[src/rtl/ble_pkg.sv]
package ble_pkg;

  localparam int CAP_DEF = 64;
  localparam int DATA_W  = 8;
  localparam int OP_W    = 3;
  localparam int POS_W   = 7;
  localparam int ST_W    = 3;
  localparam int FIDX_W  = 6;
  localparam int CNTO_W  = 7;
  localparam int GRP     = 8;
  localparam int GRP_W   = 3;

  localparam logic signed [POS_W-1:0] POS_LAST = -7'sd1;

  typedef enum logic [OP_W-1:0] {
    OP_APPEND  = 3'd0,
    OP_RMFIRST = 3'd1,
    OP_RMLAST  = 3'd2,
    OP_RMAT    = 3'd3,
    OP_FIND    = 3'd4,
    OP_RMVAL   = 3'd5
  } op_t;

  typedef enum logic [ST_W-1:0] {
    ST_OK       = 3'd0,
    ST_NOTFOUND = 3'd1,
    ST_RANGE    = 3'd2,
    ST_EMPTY    = 3'd3,
    ST_FULL     = 3'd4
  } status_t;

  typedef struct packed {
    logic load;
    logic shift;
    logic pick;
  } cell_cmd_t;

endpackage

[src/rtl/ble_cell.sv]
module ble_cell
  import ble_pkg::*;
#(
  parameter int CAPACITY = CAP_DEF,
  parameter int CELL_IDX = 0,
  localparam int IDX_W = $clog2(CAPACITY),
  localparam int CNT_W = $clog2(CAPACITY + 1)
) (
  input  logic              clk,
  input  cell_cmd_t         cmd,
  input  logic [IDX_W-1:0]  tgt,
  input  logic [CNT_W-1:0]  cnt,
  input  logic [DATA_W-1:0] wr_data,
  input  logic [DATA_W-1:0] nbr_data,
  output logic [DATA_W-1:0] data_o,
  output logic              match_o,
  output logic [DATA_W-1:0] pick_o
);

  localparam logic [IDX_W-1:0] MY_IDX = IDX_W'(CELL_IDX);
  localparam logic [CNT_W-1:0] MY_CNT = CNT_W'(CELL_IDX);

  logic [DATA_W-1:0] data_r;

  always_ff @(posedge clk) begin
    if (cmd.load && (tgt == MY_IDX)) begin
      data_r <= wr_data;
    end else if (cmd.shift && (MY_IDX >= tgt)) begin
      data_r <= nbr_data;
    end
  end

  assign data_o  = data_r;
  assign match_o = (MY_CNT < cnt) && (data_r == wr_data);
  assign pick_o  = (cmd.pick && (tgt == MY_IDX)) ? data_r : '0;

endmodule

[src/rtl/byte_list_engine_core.sv]
// flow: append and the removals by place pass through EXEC, TAIL1 and TAIL2 before out_valid;
//   find and remove-value first pass MATCH and a SCAN walk over groups of 8 cells (1 to NGRP) before EXEC
// throughput: one word at a time; in_ready returns in the cycle the result is registered,
//   so a new word is taken only once the group walk and tail fetch of the last one are done;
//   a result still held on out_ready stalls the tail fetch until it is taken
// reset: entry count and control cleared at once; cell contents stay undefined, no clear pass
module byte_list_engine_core
  import ble_pkg::*;
#(
  parameter int CAPACITY = CAP_DEF
) (
  input  logic                    clk,
  input  logic                    rst_n,
  input  logic                    in_valid,
  output logic                    in_ready,
  input  logic [OP_W-1:0]         in_op,
  input  logic [DATA_W-1:0]       in_value,
  input  logic signed [POS_W-1:0] in_position,
  output logic                    out_valid,
  input  logic                    out_ready,
  output logic [ST_W-1:0]         out_status,
  output logic [FIDX_W-1:0]       out_found_index,
  output logic [CNTO_W-1:0]       out_entry_count,
  output logic [DATA_W-1:0]       out_first_byte,
  output logic [DATA_W-1:0]       out_last_byte
);

  localparam int IDX_W = $clog2(CAPACITY);
  localparam int CNT_W = $clog2(CAPACITY + 1);
  localparam int NGRP  = (CAPACITY + GRP - 1) / GRP;
  localparam int PAD   = NGRP * GRP;
  localparam int GW    = (NGRP > 1) ? $clog2(NGRP) : 1;
  localparam int CW    = (CNT_W > POS_W - 1) ? CNT_W : POS_W - 1;

  typedef enum logic [5:0] {
    S_IDLE  = 6'b000001,
    S_MATCH = 6'b000010,
    S_SCAN  = 6'b000100,
    S_EXEC  = 6'b001000,
    S_TAIL1 = 6'b010000,
    S_TAIL2 = 6'b100000
  } state_t;

  state_t                  state_r;
  logic [CNT_W-1:0]        cnt_r;
  logic [CNT_W-1:0]        cnt_nxt;
  op_t                     op_r;
  logic [DATA_W-1:0]       val_r;
  logic signed [POS_W-1:0] pos_r;
  logic [PAD-1:0]          match_r;
  logic [GW-1:0]           grp_r;
  logic                    hit_r;
  logic [IDX_W-1:0]        hit_idx_r;
  status_t                 status_r;
  status_t                 status_nxt;
  logic [IDX_W-1:0]        res_idx_r;
  logic [IDX_W-1:0]        res_idx_nxt;
  logic [DATA_W-1:0]       grp_or_r [NGRP];
  logic [DATA_W-1:0]       grp_or_nxt [NGRP];
  logic                    out_valid_r;
  logic [ST_W-1:0]         out_status_r;
  logic [FIDX_W-1:0]       out_found_r;
  logic [CNTO_W-1:0]       out_count_r;
  logic [DATA_W-1:0]       out_first_r;
  logic [DATA_W-1:0]       out_last_r;

  cell_cmd_t               cmd;
  logic [IDX_W-1:0]        tgt;
  logic [DATA_W-1:0]       cell_data [CAPACITY];
  logic [DATA_W-1:0]       pick_data [PAD];
  logic [PAD-1:0]          match_vec;
  logic                    full;
  logic                    empty;
  logic [CNT_W-1:0]        cnt_dec;
  logic [CW-1:0]           pos_u;
  logic [CW-1:0]           cnt_u;
  logic                    pe_hit;
  logic [GRP_W-1:0]        pe_idx;
  logic [DATA_W-1:0]       tail_or;
  logic [31:0]             res_idx_ext;
  logic [31:0]             cnt_ext;
  logic                    out_free;

  // cell chain, head at cell 0
  for (genvar i = 0; i < PAD; i++) begin : g_cell
    if (i < CAPACITY) begin : g_real
      logic [DATA_W-1:0] nbr;
      if (i == CAPACITY - 1) begin : g_end
        assign nbr = '0;
      end else begin : g_mid
        assign nbr = cell_data[i+1];
      end
      ble_cell #(
        .CAPACITY (CAPACITY),
        .CELL_IDX (i)
      ) u_cell (
        .clk      (clk),
        .cmd      (cmd),
        .tgt      (tgt),
        .cnt      (cnt_r),
        .wr_data  (val_r),
        .nbr_data (nbr),
        .data_o   (cell_data[i]),
        .match_o  (match_vec[i]),
        .pick_o   (pick_data[i])
      );
    end else begin : g_pad
      assign match_vec[i] = 1'b0;
      assign pick_data[i] = '0;
    end
  end

  assign full    = (cnt_r == CNT_W'(CAPACITY));
  assign empty   = (cnt_r == '0);
  assign cnt_dec = CNT_W'(cnt_r - 1'b1);
  assign pos_u   = CW'(pos_r[POS_W-2:0]);
  assign cnt_u   = CW'(cnt_r);

  always_comb begin
    cmd         = '0;
    tgt         = '0;
    cnt_nxt     = cnt_r;
    status_nxt  = ST_OK;
    res_idx_nxt = '0;
    if (state_r == S_EXEC) begin
      case (op_r)
        OP_APPEND: begin
          if (full) begin
            status_nxt = ST_FULL;
          end else begin
            cmd.load = 1'b1;
            tgt      = cnt_r[IDX_W-1:0];
            cnt_nxt  = CNT_W'(cnt_r + 1'b1);
          end
        end
        OP_RMFIRST: begin
          if (empty) begin
            status_nxt = ST_EMPTY;
          end else begin
            cmd.shift = 1'b1;
            cnt_nxt   = cnt_dec;
          end
        end
        OP_RMLAST: begin
          if (empty) begin
            status_nxt = ST_EMPTY;
          end else begin
            cnt_nxt = cnt_dec;
          end
        end
        OP_RMAT: begin
          if (empty) begin
            status_nxt = ST_EMPTY;
          end else if (pos_r == POS_LAST) begin
            cnt_nxt = cnt_dec;
          end else if (pos_r[POS_W-1] || (pos_u >= cnt_u)) begin
            status_nxt = ST_RANGE;
          end else begin
            cmd.shift = 1'b1;
            tgt       = IDX_W'(pos_r[POS_W-2:0]);
            cnt_nxt   = cnt_dec;
          end
        end
        OP_FIND: begin
          if (hit_r) begin
            res_idx_nxt = hit_idx_r;
          end else begin
            status_nxt = ST_NOTFOUND;
          end
        end
        OP_RMVAL: begin
          if (empty) begin
            status_nxt = ST_EMPTY;
          end else if (hit_r) begin
            cmd.shift = 1'b1;
            tgt       = hit_idx_r;
            cnt_nxt   = cnt_dec;
          end else begin
            status_nxt = ST_NOTFOUND;
          end
        end
        default: begin
        end
      endcase
    end else if (state_r == S_TAIL1) begin
      cmd.pick = 1'b1;
      tgt      = cnt_dec[IDX_W-1:0];
    end
  end

  // first match inside the low group of the walk
  always_comb begin
    pe_hit = |match_r[GRP-1:0];
    pe_idx = '0;
    for (int k = GRP - 1; k >= 0; k--) begin
      if (match_r[k]) begin
        pe_idx = GRP_W'(k);
      end
    end
  end

  always_comb begin
    for (int g = 0; g < NGRP; g++) begin
      grp_or_nxt[g] = '0;
      for (int k = 0; k < GRP; k++) begin
        grp_or_nxt[g] = grp_or_nxt[g] | pick_data[g*GRP+k];
      end
    end
  end

  always_comb begin
    tail_or = '0;
    for (int g = 0; g < NGRP; g++) begin
      tail_or = tail_or | grp_or_r[g];
    end
  end

  assign out_free    = !out_valid_r || out_ready;
  assign res_idx_ext = 32'(res_idx_r);
  assign cnt_ext     = 32'(cnt_r);

  always_ff @(posedge clk) begin
    if (!rst_n) begin
      state_r     <= S_IDLE;
      cnt_r       <= '0;
      out_valid_r <= 1'b0;
    end else begin
      if ((state_r == S_TAIL2) && out_free) begin
        out_valid_r <= 1'b1;
      end else if (out_ready) begin
        out_valid_r <= 1'b0;
      end
      case (state_r)
        S_IDLE: begin
          if (in_valid) begin
            if ((in_op == OP_FIND) || (in_op == OP_RMVAL)) begin
              state_r <= S_MATCH;
            end else begin
              state_r <= S_EXEC;
            end
          end
        end
        S_MATCH: state_r <= S_SCAN;
        S_SCAN: begin
          if (pe_hit || (grp_r == GW'(NGRP - 1))) begin
            state_r <= S_EXEC;
          end
        end
        S_EXEC: begin
          cnt_r   <= cnt_nxt;
          state_r <= S_TAIL1;
        end
        S_TAIL1: state_r <= S_TAIL2;
        S_TAIL2: begin
          if (out_free) begin
            state_r <= S_IDLE;
          end
        end
        default: state_r <= S_IDLE;
      endcase
    end
  end

  always_ff @(posedge clk) begin
    if (state_r == S_IDLE) begin
      op_r  <= op_t'(in_op);
      val_r <= in_value;
      pos_r <= in_position;
    end
    if (state_r == S_MATCH) begin
      match_r <= match_vec;
      grp_r   <= '0;
    end
    if (state_r == S_SCAN) begin
      hit_r     <= pe_hit;
      hit_idx_r <= IDX_W'({grp_r, pe_idx});
      match_r   <= match_r >> GRP;
      grp_r     <= GW'(grp_r + 1'b1);
    end
    if (state_r == S_EXEC) begin
      status_r  <= status_nxt;
      res_idx_r <= res_idx_nxt;
    end
    if (state_r == S_TAIL1) begin
      grp_or_r <= grp_or_nxt;
    end
    if ((state_r == S_TAIL2) && out_free) begin
      out_status_r <= status_r;
      out_found_r  <= res_idx_ext[FIDX_W-1:0];
      out_count_r  <= cnt_ext[CNTO_W-1:0];
      out_first_r  <= empty ? '0 : cell_data[0];
      out_last_r   <= empty ? '0 : tail_or;
    end
  end

  assign in_ready        = (state_r == S_IDLE);
  assign out_valid       = out_valid_r;
  assign out_status      = out_status_r;
  assign out_found_index = out_found_r;
  assign out_entry_count = out_count_r;
  assign out_first_byte  = out_first_r;
  assign out_last_byte   = out_last_r;

`ifndef ASSERT_OFF
  a_cnt_bound: assert property (@(posedge clk) disable iff (!rst_n)
    cnt_r <= CNT_W'(CAPACITY))
    else $error("entry count above capacity");

  a_one_word: assert property (@(posedge clk) disable iff (!rst_n)
    (in_valid && in_ready) |=> !in_ready)
    else $error("second word taken while one is in flight");

  a_out_src: assert property (@(posedge clk) disable iff (!rst_n)
    $rose(out_valid) |-> $past(state_r == S_TAIL2))
    else $error("result raised outside tail fetch");

  a_cnt_upd: assert property (@(posedge clk) disable iff (!rst_n)
    (cnt_r != $past(cnt_r)) |-> $past(state_r == S_EXEC))
    else $error("count changed outside execute");
`endif

endmodule
[config.mk]
export PLATFORM = sky130hd
export DESIGN_NAME = byte_list_engine_core
export DESIGN_NICKNAME = d
export VERILOG_FILES = /design/src/rtl/ble_pkg.sv /design/src/rtl/ble_cell.sv /design/src/rtl/byte_list_engine_core.sv
export SDC_FILE = /design/constraint.sdc
export NUM_CORES = 2
export LEC_CHECK = 0
export ABC_AREA = 1
export ABC_CLOCK_PERIOD_IN_PS = 20300
export BUFFER_PORTS_ARGS = -buffer_cell sky130_fd_sc_hd__buf_2
export CORE_MARGIN = 2
export CORE_UTILIZATION = 36
export DETAILED_ROUTE_END_ITERATION = 8
export GPL_ROUTABILITY_DRIVEN = 0
export GPL_TIMING_DRIVEN = 1
export RECOVER_POWER = 25
export SLEW_MARGIN = 25
export SYNTH_ARGS = -nofsm -noshare
export SYNTH_HDL_FRONTEND = slang
export SYNTH_HIERARCHICAL = 1
export SYNTH_SLANG_ARGS = --single-unit
[constraint.sdc]
create_clock -name clk -period 20.3 [get_ports clk]
set_clock_uncertainty 0.15 [all_clocks]
set_input_delay 1.015 -clock clk [delete_from_list [all_inputs] [get_ports clk]]
set_output_delay 1.015 -clock clk [all_outputs]
set_load 0.02 [all_outputs]
==> impl_metrics.yaml <==
clock_network:
  cts_tree: "done"
  hold_buffers: 0
  cts_buffers: 86
  cts_resized: 0
  ctsLongestPathBuffers: 3
  postCtsSetupRepairBufs: 0
  clock_latency_ps: 710
  clock_sinks: 723
  cts_root_buf: "clkbuf_16"
  h-tree-depth: 3
  path_clk_slew_ps: 60
worst_setup_path:
  cp_max_fo: 57
  crit_top_cell: "nand3_1"
  criticalPathCategory: "reg2reg"
  cp_top_family: "buffers and inverters"
  crit_arrival_ps: 7680
  r2r_end: "state_r[3]"
  worst-r2r-cell-count: 7
  critPathLaunch: "state_r[5]"
  cp-start-kind: "flop"
  r2r-start: "state_r[5]"
  crit_required_ps: 20750
  critPathCaptureType: "flop"
  timing.critical_path.buf_inv: 2
  critPathMaxStageDelay_ps: 2570
  rrSetupSlack_ps: 13080
  path_cells: "nor2_1 -> nand3_1 -> clkbuf_1 -> clkinvlp_2 -> nand2_1 -> nand3_1 -> nor3_1"
  crit_slowest_cell: "clkinvlp_2"
run:
  maxCapViolCount: 11
layout:
  fillCellCount: 14300
  regArea_um2: 21500
  syn_to_final_growth_pct: 9.95
  final_nets: 6802
  multiInputGateArea_um2: 23900
  layout-drive-gt1-share_pct: 12.7
  stdcell_area_um2: 55400
detailed_routing:
  viasPerCell: 4.96
  wl_per_cell_um: 17.9
  first_iter_violations: 4034
  ant_nets: 0
  firstDrtPassIters: 6
  drt_wl_total_um: 156000
  vias: 43300
  drc: 0
power_and_ir_drop:
  power.internal_w: 0.00270
  switching_power_w: 0.00124
  clock_power_share_pct: 38.7
  swShare_pct: 31.4
  leakage_nw: 25.6
  power_density_nw_per_um2: 71.1
  peakVddDrop_v: 0.0000585
  power_frac_seq_pct: 42.3
  power_frac_comb_pct: 19.0
grt:
  grt-ovfl-total: 0
  gr-usage-all-layers_pct: 21.5
  antenna_found_initial: 1
  grt_pass1_wl_um: 240000
  grt_pass1_vias: 41200
  grt_max_degree: 110
yosys:
  synthFlopType: "edfxtp_1"
  seq_area_frac_synth_pct: 42.7
  synthArstFlopShare_pct: 0
  synth.distinct_cells: 58
  synth_top_area_share_pct: 41.8
  avgSynthCellArea_um2: 7.57
  yosysWarnings: 6
  synth-edff-count: 701
  syn_inst: 6658
  synth_area_leader_cell: "edfxtp_1"
  synth_seq_cells: 723
  synthesis.area_um2: 50400
  synthTopCellsByArea: "edfxtp_1, nand2_1, inv_1"
hold_path:
  whs_endpoint: "out_found_index[4]"
  min_path_type: "reg2reg"
  hold-path-cell-count: 0
  min_from: "res_idx_r[4]"
sta:
  slew_headroom_pct: -196
  fin_crit_ps: 7220
  setup_viol: 0
  setup_tns_ps: 0
  fin_crit_sh_pct: 35.6
  worst_pin_slew_ps: 4450
  rsz0062_at_grt: "no"
  hold_viol: 0
  maxSlewViolCount: 464
  setup_ws_ps: 13080
  max_freq_mhz: 138
place:
  portBuffers: 55
  dp_slack_ps: 14470
  placed_area_um2: 52900
  hpwl_um: 106000
run_status:
  violations: "capacitance limit, slew limit"
  status: "finished, violations left"
floorplanning:
  start_util_pct: 36.2
  die_y_um: 378
  row_count: 137
  boundaryPins: 56
  core_um2: 139000
  die_x_um: 378
  dieArea_um2: 143000
-- worst max path at each step --
stage	to	slack, ps	cells past startpoint
floorplan	g_cell[50].g_real.u_cell/data_o[0]	5330	7
global placement	g_cell[50].g_real.u_cell/data_o[6]	14570	18
detailed placement	g_cell[50].g_real.u_cell/data_o[7]	14470	18
CTS	g_cell[50].g_real.u_cell/data_o[2]	14420	18
global route	state_r[3]	12450	7
finish	state_r[3]	13080	7
-- metrics by stage --
| stage | instances | utilization (%) | hold slack (ps) | total power, W |
|---|---|---|---|---|
| 3_3_place_gp | 8557 | 38.0 | 256 | 0.00243 |
| 6_report | 8714 | 39.8 | 272 | 0.00394 |
| 4_1_cts | 8713 | 39.9 | 276 | 0.00396 |
| 5_1_grt | 8714 | 39.8 | 282 | 0.00410 |
| 2_1_floorplan | 6665 | - | 250 | 0.00227 |
| 3_5_place_dp | 8557 | 38.0 | 262 | 0.00244 |
-- state kept, by name, summed over array words and instances, names as in the netlist, 6 cells and up --
name                         cells
hit_idx_r                        6
grp_or_r                        64
val_r                            8
out_first_byte                   8
state_r                          6
match_r                         64
cnt_r                            7
g_cell.g_real.u_cell/data_o    512
out_entry_count                  7
out_found_index                  6
pos_r                            7
res_idx_r                        6
out_last_byte                    8
-- kinds of logic (layout without fill, tap and decap cells) --
logic type / Yosys count / after routing / synth area share (%)
flops: 723 / 723 / 42.7
other cells: 1 / 9 / 0.00744
simple gates: 3977 / 3977 / 35.5
xor+xnor: 227 / 227 / 3.95
fa+ha+maj: 11 / 11 / 0.273
buf+inv: 1220 / 1392 / 9.95
compound gates: 499 / 499 / 7.65
-- Yosys cell counts (28+ instances only) --
cell      instances
nor2_1          897
edfxtp_1        701
nand2_2          83
o21ai_2         331
nor2_2           67
nor3_1           29
a21oi_1          69
inv_2            30
xor2_1           79
o21ai_0          60
nand4_1         133
inv_1          1099
nand2_1        2277
xnor2_1         148
nand3_2          28
nand3_4          45
nor4_1          145
nor2_4           43
buf_6            51
nand3_1         164
-- worst reg2reg max path, cell delays in order (launching register included) --
cell and delay, ps:
dfxtp_1 430, nor2_1 140, nand3_1 1270, clkbuf_1 1430, clkinvlp_2 2570, nand2_1 810
nand3_1 190, nor3_1 160
-- layer usage --
layer | wire (µm) | track usage [%]
met1 | 67800 | 28.6
met2 | 72200 | 35.5
met3 | 10300 | 3.25
met4 | 5500 | 7.28
met5 | 0 | 0
-- power groups by stage --
stage          Combinational [W]  Clock (W)  Sequential, W
3_3_place_gp            0.000731          0        0.00170
6_report                0.000748    0.00152        0.00167
3_5_place_dp            0.000744          0        0.00170
2_1_floorplan           0.000475          0        0.00180
5_1_grt                 0.000827    0.00161        0.00167
4_1_cts                 0.000746    0.00155        0.00166
-- placed cells by master, fill, tap and decap left out, drive strengths merged, types with 7 or more instances in the layout --
cell type / n
a21oi: 71
a31oi: 7
buf: 64
clkbuf: 150
clkinv: 41
conb: 8
dfxtp: 22
edfxtp: 701
ha: 11
inv: 1131
nand2: 2374
nand3: 237
nand4: 141
nor2: 1008
nor3: 54
nor4: 145
o211ai: 10
o21ai: 393
o21bai: 7
or2: 11
xnor2: 148
xor2: 79
-- layout make-up --
type                       instances  share of cell area (%)
multi-input combinational       4722                    43.2
sequential                       723                    38.8
inverter                        1131                    7.67
tap                             1876                    4.24
clock buffer                     109                    4.21
timing repair buffer             105                    1.24
clock inverter                    47                   0.664
antenna                            1                 0.00452
Note: power is estimated with default switching activity, not from simulation.
